<file path="config.mk">
export PLATFORM = sky130hd
export DESIGN_NAME = heap_builder_top
export DESIGN_NICKNAME = d
export VERILOG_FILES = /design/src/hw/rtl/hb_pkg.sv /design/src/hw/rtl/hb_ram.sv /design/src/hw/rtl/hb_ctrl.sv /design/src/hw/rtl/hb_dp.sv /design/src/hw/rtl/heap_builder_top.sv
export VERILOG_INCLUDE_DIRS = /design/src /design/src/hw/rtl
export SDC_FILE = /design/constraint.sdc
export NUM_CORES = 2
export LEC_CHECK = 0
export BUFFER_PORTS_ARGS = -buffer_cell sky130_fd_sc_hd__buf_4
export CORE_MARGIN = 5
export CORE_UTILIZATION = 55
export CTS_CLUSTER_DIAMETER = 150
export DETAILED_ROUTE_END_ITERATION = 6
export PLACE_DENSITY = 0.71
export SKIP_CTS_REPAIR_TIMING = 1
export SLEW_MARGIN = 20
export SYNTH_ARGS = -nofsm -noshare
export SYNTH_HDL_FRONTEND = slang
export SYNTH_SLANG_ARGS = --single-unit
</file>
<file path="constraint.sdc">
create_clock -name clk -period 9.8 [get_ports clk]
set_input_delay 1.47 -clock clk [delete_from_list [all_inputs] [get_ports clk]]
set_output_delay 1.47 -clock clk [all_outputs]
set_load 0.02 [all_outputs]
</file>
<file path="src/hw/rtl/heap_builder_top_defines.svh">
// Assertion macros for the heap builder top level.
`ifndef HEAP_BUILDER_TOP_DEFINES_SVH
`define HEAP_BUILDER_TOP_DEFINES_SVH

// same-cycle implication, sampled on clk, off during rst
`define HB_ASSERT_NOW(label, ante, cons, msg) \
  label: assert property (@(posedge clk) disable iff (rst) (ante) |-> (cons)) \
    else $error(msg);

// next-cycle implication, sampled on clk, off during rst
`define HB_ASSERT_NEXT(label, ante, cons, msg) \
  label: assert property (@(posedge clk) disable iff (rst) (ante) |=> (cons)) \
    else $error(msg);

`endif

</file>
<file path="src/hw/rtl/hb_pkg.sv">
// Shared types and constants of the heap builder.
package hb_pkg;

  localparam int KEY_WIDTH     = 32;
  localparam int DEFAULT_DEPTH = 64;

  typedef struct packed {
    logic [KEY_WIDTH-1:0] key;
    logic                 last;
  } in_word_t;

  typedef struct packed {
    logic [KEY_WIDTH-1:0] heap_key;
    logic                 is_last;
    logic                 overflowed;
  } out_word_t;

  typedef enum logic [3:0] {
    ST_LOAD,
    ST_START,
    ST_PAR_RD,
    ST_PAR_CAP,
    ST_LEFT_RD,
    ST_RIGHT_RD,
    ST_DECIDE,
    ST_NEXT_PAR,
    ST_EMIT_RD,
    ST_EMIT_CAP
  } hb_state_t;

  // controller -> datapath
  typedef struct packed {
    logic load_en;
    logic start;
    logic par_rd;
    logic par_cap;
    logic left_rd;
    logic right_rd;
    logic decide;
    logic next_par;
    logic emit_rd;
    logic emit_cap;
  } hb_cmd_t;

  // datapath -> controller
  typedef struct packed {
    logic last_in;
    logic count_ge2;
    logic has_left;
    logic keep_node;
    logic parent_zero;
    logic out_free;
    logic emit_done;
  } hb_stat_t;

endpackage

</file>
<file path="src/hw/rtl/hb_ram.sv">
// Generic simple dual-port RAM, one write port, one registered read port.
module hb_ram #(
  parameter int WIDTH = 32,
  parameter int DEPTH = 64
) (
  input  logic                     clk,
  input  logic                     we,
  input  logic [$clog2(DEPTH)-1:0] waddr,
  input  logic [WIDTH-1:0]         wdata,
  input  logic [$clog2(DEPTH)-1:0] raddr,
  output logic [WIDTH-1:0]         rdata
);

  logic [WIDTH-1:0] mem [DEPTH];

  always_ff @(posedge clk) begin
    if (we) begin
      mem[waddr] <= wdata;
    end
    rdata <= mem[raddr];
  end

endmodule

</file>
<file path="src/hw/rtl/hb_ctrl.sv">
// Controller state machine: load, bottom-up sift-down, emission.
module hb_ctrl (
  input  logic             clk,
  input  logic             rst,
  input  hb_pkg::hb_stat_t stat,
  output hb_pkg::hb_cmd_t  cmd
);
  import hb_pkg::*;

  hb_state_t state, state_next;

  always_ff @(posedge clk) begin
    if (rst) begin
      state <= ST_LOAD;
    end else begin
      state <= state_next;
    end
  end

  always_comb begin
    state_next = state;
    case (state)
      ST_LOAD:     if (stat.last_in) state_next = ST_START;
      ST_START:    state_next = stat.count_ge2 ? ST_PAR_RD : ST_EMIT_RD;
      ST_PAR_RD:   state_next = ST_PAR_CAP;
      ST_PAR_CAP:  state_next = ST_LEFT_RD;
      ST_LEFT_RD:  state_next = stat.has_left ? ST_RIGHT_RD : ST_NEXT_PAR;
      ST_RIGHT_RD: state_next = ST_DECIDE;
      ST_DECIDE:   state_next = stat.keep_node ? ST_NEXT_PAR : ST_LEFT_RD;
      ST_NEXT_PAR: state_next = stat.parent_zero ? ST_EMIT_RD : ST_PAR_RD;
      ST_EMIT_RD:  if (stat.out_free) state_next = ST_EMIT_CAP;
      ST_EMIT_CAP: state_next = stat.emit_done ? ST_LOAD : ST_EMIT_RD;
      default:     state_next = ST_LOAD;
    endcase
  end

  always_comb begin
    cmd = '0;
    case (state)
      ST_LOAD:     cmd.load_en  = 1'b1;
      ST_START:    cmd.start    = 1'b1;
      ST_PAR_RD:   cmd.par_rd   = 1'b1;
      ST_PAR_CAP:  cmd.par_cap  = 1'b1;
      ST_LEFT_RD:  cmd.left_rd  = 1'b1;
      ST_RIGHT_RD: cmd.right_rd = 1'b1;
      ST_DECIDE:   cmd.decide   = 1'b1;
      ST_NEXT_PAR: cmd.next_par = 1'b1;
      ST_EMIT_RD:  cmd.emit_rd  = 1'b1;
      ST_EMIT_CAP: cmd.emit_cap = 1'b1;
      default:     cmd = '0;
    endcase
  end

endmodule

</file>
<file path="src/hw/rtl/hb_dp.sv">
// Datapath: key store, sift-down registers, order register, output word.
module hb_dp #(
  parameter int DEPTH = hb_pkg::DEFAULT_DEPTH
) (
  input  logic              clk,
  input  logic              rst,
  input  hb_pkg::hb_cmd_t   cmd,
  output hb_pkg::hb_stat_t  stat,
  input  logic              in_valid,
  input  hb_pkg::in_word_t  in_word,
  output logic              out_valid,
  input  logic              out_stall,
  output hb_pkg::out_word_t out_word,
  input  logic              cfg_wr_en,
  input  logic              cfg_wr_data
);
  import hb_pkg::*;

  localparam int AW = $clog2(DEPTH);
  localparam int CW = $clog2(DEPTH + 1);

  logic [CW-1:0]        count;
  logic                 drop;
  logic                 order_is_max;
  logic [AW-1:0]        parent;
  logic [AW-1:0]        node;
  logic [AW-1:0]        idx;
  logic [KEY_WIDTH-1:0] v;
  logic [KEY_WIDTH-1:0] lval;

  logic                 we;
  logic [AW-1:0]        waddr;
  logic [KEY_WIDTH-1:0] wdata;
  logic [AW-1:0]        raddr;
  logic [KEY_WIDTH-1:0] rdata;

  logic [AW+1:0]        left_w;
  logic [AW+1:0]        right_w;
  logic                 has_left;
  logic                 has_right;
  logic                 pick_left;
  logic                 pick_right;
  logic [KEY_WIDTH-1:0] pv;
  logic [KEY_WIDTH-1:0] best;
  logic [AW-1:0]        pick_idx;
  logic                 full;
  logic                 load_acc;
  logic                 emit_done;
  logic                 out_take;

  // parent value p must give way to child value c
  function automatic logic out_of_order(input logic is_max,
                                        input logic [KEY_WIDTH-1:0] p,
                                        input logic [KEY_WIDTH-1:0] c);
    return is_max ? (p < c) : (p > c);
  endfunction

  assign left_w    = {1'b0, node, 1'b1};
  assign right_w   = left_w + (AW+2)'(1);
  assign has_left  = left_w < (AW+2)'(count);
  assign has_right = right_w < (AW+2)'(count);

  // ties keep the parent, then the left child
  assign pick_left  = out_of_order(order_is_max, v, lval);
  assign pv         = pick_left ? lval : v;
  assign pick_right = has_right && out_of_order(order_is_max, pv, rdata);
  assign best       = pick_right ? rdata : pv;
  assign pick_idx   = pick_right ? right_w[AW-1:0] : left_w[AW-1:0];

  assign full      = count == CW'(DEPTH);
  assign load_acc  = cmd.load_en && in_valid;
  assign emit_done = (CW'(idx) + CW'(1)) == count;
  assign out_take  = out_valid && !out_stall;

  assign stat.last_in     = in_valid && in_word.last;
  assign stat.count_ge2   = count >= CW'(2);
  assign stat.has_left    = has_left;
  assign stat.keep_node   = !pick_left && !pick_right;
  assign stat.parent_zero = parent == '0;
  assign stat.out_free    = cmd.emit_rd && (!out_valid || out_take);
  assign stat.emit_done   = emit_done;

  always_comb begin
    we    = 1'b0;
    waddr = node;
    wdata = v;
    if (load_acc) begin
      we    = !full;
      waddr = count[AW-1:0];
      wdata = in_word.key;
    end else if (cmd.left_rd) begin
      we = !has_left;
    end else if (cmd.decide) begin
      we    = 1'b1;
      wdata = best;
    end
  end

  always_comb begin
    if (cmd.par_rd) begin
      raddr = parent;
    end else if (cmd.left_rd) begin
      raddr = left_w[AW-1:0];
    end else if (cmd.right_rd) begin
      raddr = right_w[AW-1:0];
    end else begin
      raddr = idx;
    end
  end

  hb_ram #(
    .WIDTH (KEY_WIDTH),
    .DEPTH (DEPTH)
  ) u_store (
    .clk   (clk),
    .we    (we),
    .waddr (waddr),
    .wdata (wdata),
    .raddr (raddr),
    .rdata (rdata)
  );

  always_ff @(posedge clk) begin
    if (rst) begin
      count        <= '0;
      drop         <= 1'b0;
      order_is_max <= 1'b0;
      out_valid    <= 1'b0;
    end else begin
      if (cfg_wr_en) begin
        order_is_max <= cfg_wr_data;
      end
      if (load_acc) begin
        if (full) begin
          drop <= 1'b1;
        end else begin
          count <= count + CW'(1);
        end
      end
      if (cmd.emit_cap && emit_done) begin
        count <= '0;
        drop  <= 1'b0;
      end
      if (cmd.emit_cap) begin
        out_valid <= 1'b1;
      end else if (out_take) begin
        out_valid <= 1'b0;
      end
    end
  end

  always_ff @(posedge clk) begin
    if (cmd.start) begin
      parent <= AW'(count >> 1) - AW'(1);
      idx    <= '0;
    end
    if (cmd.par_rd) begin
      node <= parent;
    end
    if (cmd.par_cap) begin
      v <= rdata;
    end
    if (cmd.right_rd) begin
      lval <= rdata;
    end
    if (cmd.decide && (pick_left || pick_right)) begin
      node <= pick_idx;
    end
    if (cmd.next_par && parent != '0) begin
      parent <= parent - AW'(1);
    end
    if (cmd.emit_cap) begin
      out_word.heap_key   <= rdata;
      out_word.is_last    <= emit_done;
      out_word.overflowed <= drop;
      if (!emit_done) begin
        idx <= idx + AW'(1);
      end
    end
  end

endmodule

</file>
<file path="src/hw/rtl/heap_builder_top.sv">
// Heap builder top level: loads keys, heapifies bottom-up, emits heap order.
//
//   channel  direction  handshake            word
//   in       input      in_valid/in_stall    in_word    (key, last)
//   out      output     out_valid/out_stall  out_word   (heap_key, is_last, overflowed)
//   cfg      input      cfg_wr_en            cfg_wr_data (order_is_max)
//
// Loading accepts one word per cycle; in_stall is low only while loading.
// The build sifts each parent: read and capture it, then per level read the left
//   child, stopping at a leaf, and the right child and decide, all through the
//   single read port of the key store; emission reads, then captures each word.
// A stalled output word holds emission; the next set loads while the final
//   word still waits. Synchronous reset clears counts, flags and order.
`include "heap_builder_top_defines.svh"

module heap_builder_top #(
  parameter int DEPTH = hb_pkg::DEFAULT_DEPTH
) (
  input  logic              clk,
  input  logic              rst,
  input  logic              in_valid,
  output logic              in_stall,
  input  hb_pkg::in_word_t  in_word,
  output logic              out_valid,
  input  logic              out_stall,
  output hb_pkg::out_word_t out_word,
  input  logic              cfg_wr_en,
  input  logic              cfg_wr_data
);
  import hb_pkg::*;

  hb_cmd_t  cmd;
  hb_stat_t stat;
  logic     in_take;
  logic     mid_emit;

  assign in_stall = !cmd.load_en;
  assign in_take  = in_valid && !in_stall;
  assign mid_emit = out_valid && !out_word.is_last;

  hb_ctrl u_ctrl (
    .clk  (clk),
    .rst  (rst),
    .stat (stat),
    .cmd  (cmd)
  );

  hb_dp #(
    .DEPTH (DEPTH)
  ) u_dp (
    .clk         (clk),
    .rst         (rst),
    .cmd         (cmd),
    .stat        (stat),
    .in_valid    (in_valid),
    .in_word     (in_word),
    .out_valid   (out_valid),
    .out_stall   (out_stall),
    .out_word    (out_word),
    .cfg_wr_en   (cfg_wr_en),
    .cfg_wr_data (cfg_wr_data)
  );

  `HB_ASSERT_NEXT(a_last_stops_load, in_take && in_word.last, in_stall, "load ran past last word")
  `HB_ASSERT_NOW(a_emit_from_build, $rose(out_valid), $past(in_stall), "emit while loading")
  `HB_ASSERT_NOW(a_no_load_mid_emit, mid_emit, in_stall, "load during emission")

endmodule

</file>
==> flow_metrics.env <==
export IMPL_fin_util_pct=62.0
export IMPL_remaining_drc_errors=2
export IMPL_clk_pin_slew_ns=0.06
export IMPL_initialDrtViolationCount=11330
export IMPL_dp_hpwl_um=160000
export IMPL_slew_headroom_pct=16.1
export IMPL_grt_max_degree=157
export IMPL_final_nets=6816
export IMPL_grt_pass1_wl_um=418000
export IMPL_violations="design-rule violations"
export IMPL_syn_num_nets=6761
export IMPL_seqPwrFrac_pct=50.2
export IMPL_cts_max_level=4
export IMPL_initial_utilization_pct=55.4
export IMPL_synth_edf_count=2158
export IMPL_worstPathRequired_ns=10.48
export IMPL_ys_seq_area_share_pct=72.9
export IMPL_insertion_delay_ns=0.88
export IMPL_avgSynthCellArea_sq_um=13.6
export IMPL_p_leak_nw=35.6
export IMPL_final_setup_skew_ns=0.0517
export IMPL_cap_violations=0
export IMPL_grt_usage_pct=34.1
export IMPL_grt_pass1_vias=55995
export IMPL_switching_power_mw=6.20
export IMPL_worstHoldEndpoint="u_dp.out_word[0]"
export IMPL_worstReg2RegStart="u_dp.v[26]"
export IMPL_dieHeight_um=415
export IMPL_nFillCells=11851
export IMPL_p_int_mw=16.3
export IMPL_synth_ff_type="edfxtp_1"
export IMPL_hold_viol=0
export IMPL_avgRoutedWirePerCell_um=33.2
export IMPL_setup_violations=0
export IMPL_r2r_end="u_dp.u_store.mem[15][25]"
export IMPL_p_comb_share_pct=13.7
export IMPL_run_status="finished, violations left"
export IMPL_setup_tns_ns=0
export IMPL_drv_slew=0
export IMPL_rsz0062_at_grt="false"
export IMPL_ant_nets=0
export IMPL_tightest_slew_ns=1.26
export IMPL_worst_setup_path_end_kind="flip-flop"
export IMPL_whs_path_depth=0
export IMPL_via_per_inst=6.66
export IMPL_p_per_area_mw_per_mm2=223
export IMPL_dieArea_sq_mm=0.172
export IMPL_die_w_um=415
export IMPL_synth_distinct_cells=79
export IMPL_antenna_found_initial=16
export IMPL_root_buffer="clkbuf_16"
export IMPL_ff2ff_path_depth=17
export IMPL_rows=148
export IMPL_rrSetupSlack_ns=1.92
export IMPL_core_sq_mm=0.163
export IMPL_dpl_instance_area_sq_mm=0.0940
export IMPL_min_period_over_period_pct=80.4
export IMPL_ys_seq_elements=2210
export IMPL_clkSinkCount=2210
export IMPL_fin_crit_ns=7.88
export IMPL_ys_warn_count=0
export IMPL_firstDrtPassIters=7
export IMPL_cp_data_arrival_time_ns=8.56
export IMPL_place_congestion=0.930
export IMPL_hold_start="u_dp.drop"
export IMPL_vdd_drop_max_mv=0.167
export IMPL_postSynthCellCount=6637
export IMPL_cts_made_buffers=210
export IMPL_worstPathMaxFanout=45
export IMPL_cp_start_kind="flip-flop"
export IMPL_wirelength_um=301000
export IMPL_worstSetupPathType="flip-flop to flip-flop"
export IMPL_pin_count=75
export IMPL_clock_path_buffers=3
export IMPL_cts_tree="built"
export IMPL_async_flop_share_pct=0
export IMPL_area_delta_synth_final_pct=11.9
export IMPL_grt_overflow_total=0
export IMPL_fin_area_sq_mm=0.101
export IMPL_port_buffers=74
export IMPL_fmaxAchievable_mhz=127
export IMPL_synthesis_area_sq_mm=0.0904
export IMPL_layout_drive_gt1_share_pct=11.4
export IMPL_vias=60370
export IMPL_switching_share_pct=27.5
export IMPL_hold_class="flip-flop to flip-flop"
export IMPL_p_clk_share_pct=36.1
[flip-flops by register name, summed over array words and instances (netlist names), 4 cells and up]
| signal | cells |
|---|---|
| u_dp.count | 7 |
| u_dp.v | 32 |
| u_dp.lval | 32 |
| u_dp.node | 6 |
| u_dp.idx | 6 |
| u_dp.u_store.mem | 2048 |
| u_ctrl.state | 4 |
| u_dp.out_word | 34 |
| u_dp.u_store.rdata | 32 |
| u_dp.parent | 6 |
[layer usage]
| layer | global-route usage (%) | wire length, um | up-vias |
|---|---|---|---|
| li1 | - | - | 24942 |
| met1 | 46.1 | 106000 | 29739 |
| met2 | 49.3 | 130000 | 4782 |
| met3 | 10.4 | 45100 | 899 |
| met4 | 19.6 | 20500 | 8 |
| met5 | 0 | 52 | - |
[cell type report]
cell class	count	area [sq um]	share of cell area, %
flip-flops and latches	2210	65800	65.1
multi-input cells	3891	23000	22.7
clock buffers	261	5560	5.50
well taps	2175	2720	2.69
repair buffers	258	2160	2.13
clock inverters	136	1340	1.32
inverters	121	454	0.449
diodes	19	47.5	0.0470
[placed cells by master (no fill, tap or decap), drive strengths merged, types with 11 or more instances in the layout]
cell     instances
and3            11
ha              85
diode           19
inv            131
dfxtp           52
a221oi          14
clkinv         105
o21a            14
buf            258
mux2i          281
o22ai           38
nand3          733
nor4            41
a311oi          74
clkbuf         261
nand4           18
o2111a          20
edfxtp        2158
xnor2           20
a2111oi         16
nor3b           41
a21oi          334
o22a            30
o221a           30
and4            12
o21ai           48
bufinv          19
nor3            44
mux4            18
nand2         1519
nor2           122
mux2            37
o211ai          74
a211oi          86
[synth_stat cells (14+ instances only)]
library cell	number	area [sq um]
a211oi_1	85	638
nor4_1	41	257
o2111a_1	20	225
buf_1	59	221
a21oi_1	332	1660
dfxtp_1	52	1040
buf_2	164	821
nand3_1	733	3670
a311oi_1	74	648
inv_1	120	450
o211ai_1	74	556
clkbuf_1	141	529
mux2_2	36	405
mux2i_1	281	2810
ha_1	85	1060
buf_4	37	278
o22a_1	30	263
edfxtp_1	2158	64800
o22ai_1	38	238
nand4_1	18	113
a221oi_1	14	123
nor3_1	44	220
mux4_2	18	405
xnor2_1	20	175
nor3b_1	41	308
nor2_1	122	458
nand2_1	1519	5700
o21ai_0	44	220
a2111oi_0	14	123
o221a_2	30	338
[worst max-delay path, stage by stage, from the launching register on]
cell and delay (ns):
edfxtp_1 0.43, ha_1 0.34, nand4_1 0.22, nor4_1 0.70, o311ai_0 0.26, nand3_1 0.15
mux2_2 0.94, mux2_2 0.45, ha_1 0.29, nor2b_1 0.14, o211ai_1 0.11, a2111o_1 0.37
a41o_1 0.25, a211oi_1 0.46, or3_1 0.63, buf_4 0.45, o221a_2 1.01, buf_4 0.39
[how the worst max path moves through the flow]
stage                    start                  endpoint  slack [ns]  cells after the start
finish              u_dp.v[26]  u_dp.u_store.mem[15][25]        1.92                     17
global placement    u_dp.v[26]  u_dp.u_store.mem[36][28]        2.22                     17
global route        u_dp.v[27]   u_dp.u_store.mem[8][25]        1.69                     17
floorplan           u_dp.v[30]    u_dp.u_store.mem[0][0]        2.01                     19
detailed placement  u_dp.v[27]  u_dp.u_store.mem[36][28]        2.21                     17
CTS                 u_dp.v[26]  u_dp.u_store.mem[41][29]        2.15                     17
[through the flow]
step           total power, mW  hold WS [ns]  cells  setup slack, ns
2_1_floorplan             13.1         0.408   6637             2.01
3_3_place_gp              14.4         0.425   8653             2.22
3_5_place_dp              14.4         0.423   8654             2.21
4_1_cts                   22.4         0.443   9051             2.15
5_1_grt                   23.1         0.455   9068             1.69
6_report                  22.5         0.446   9071             1.92
[power by group through the flow]
| stage | clock network, mW | logic [mW] | registers, mW |
|---|---|---|---|
| final | 8.13 | 3.08 | 11.3 |
| after global routing | 8.56 | 3.24 | 11.3 |
| after CTS | 8.15 | 2.97 | 11.3 |
| after detailed placement | 0 | 2.95 | 11.5 |
| after global placement | 0 | 2.90 | 11.5 |
| after floorplan | 0 | 1.85 | 11.2 |
[logic make-up after synthesis]
logic type | synth area share (%)
compound gates | 6.43
xor+xnor | 0.262
fa+ha+maj | 1.18
buf+inv | 2.72
flops | 72.9
mux | 4.02
simple gates | 12.5
(Power assumes the default switching activity.)
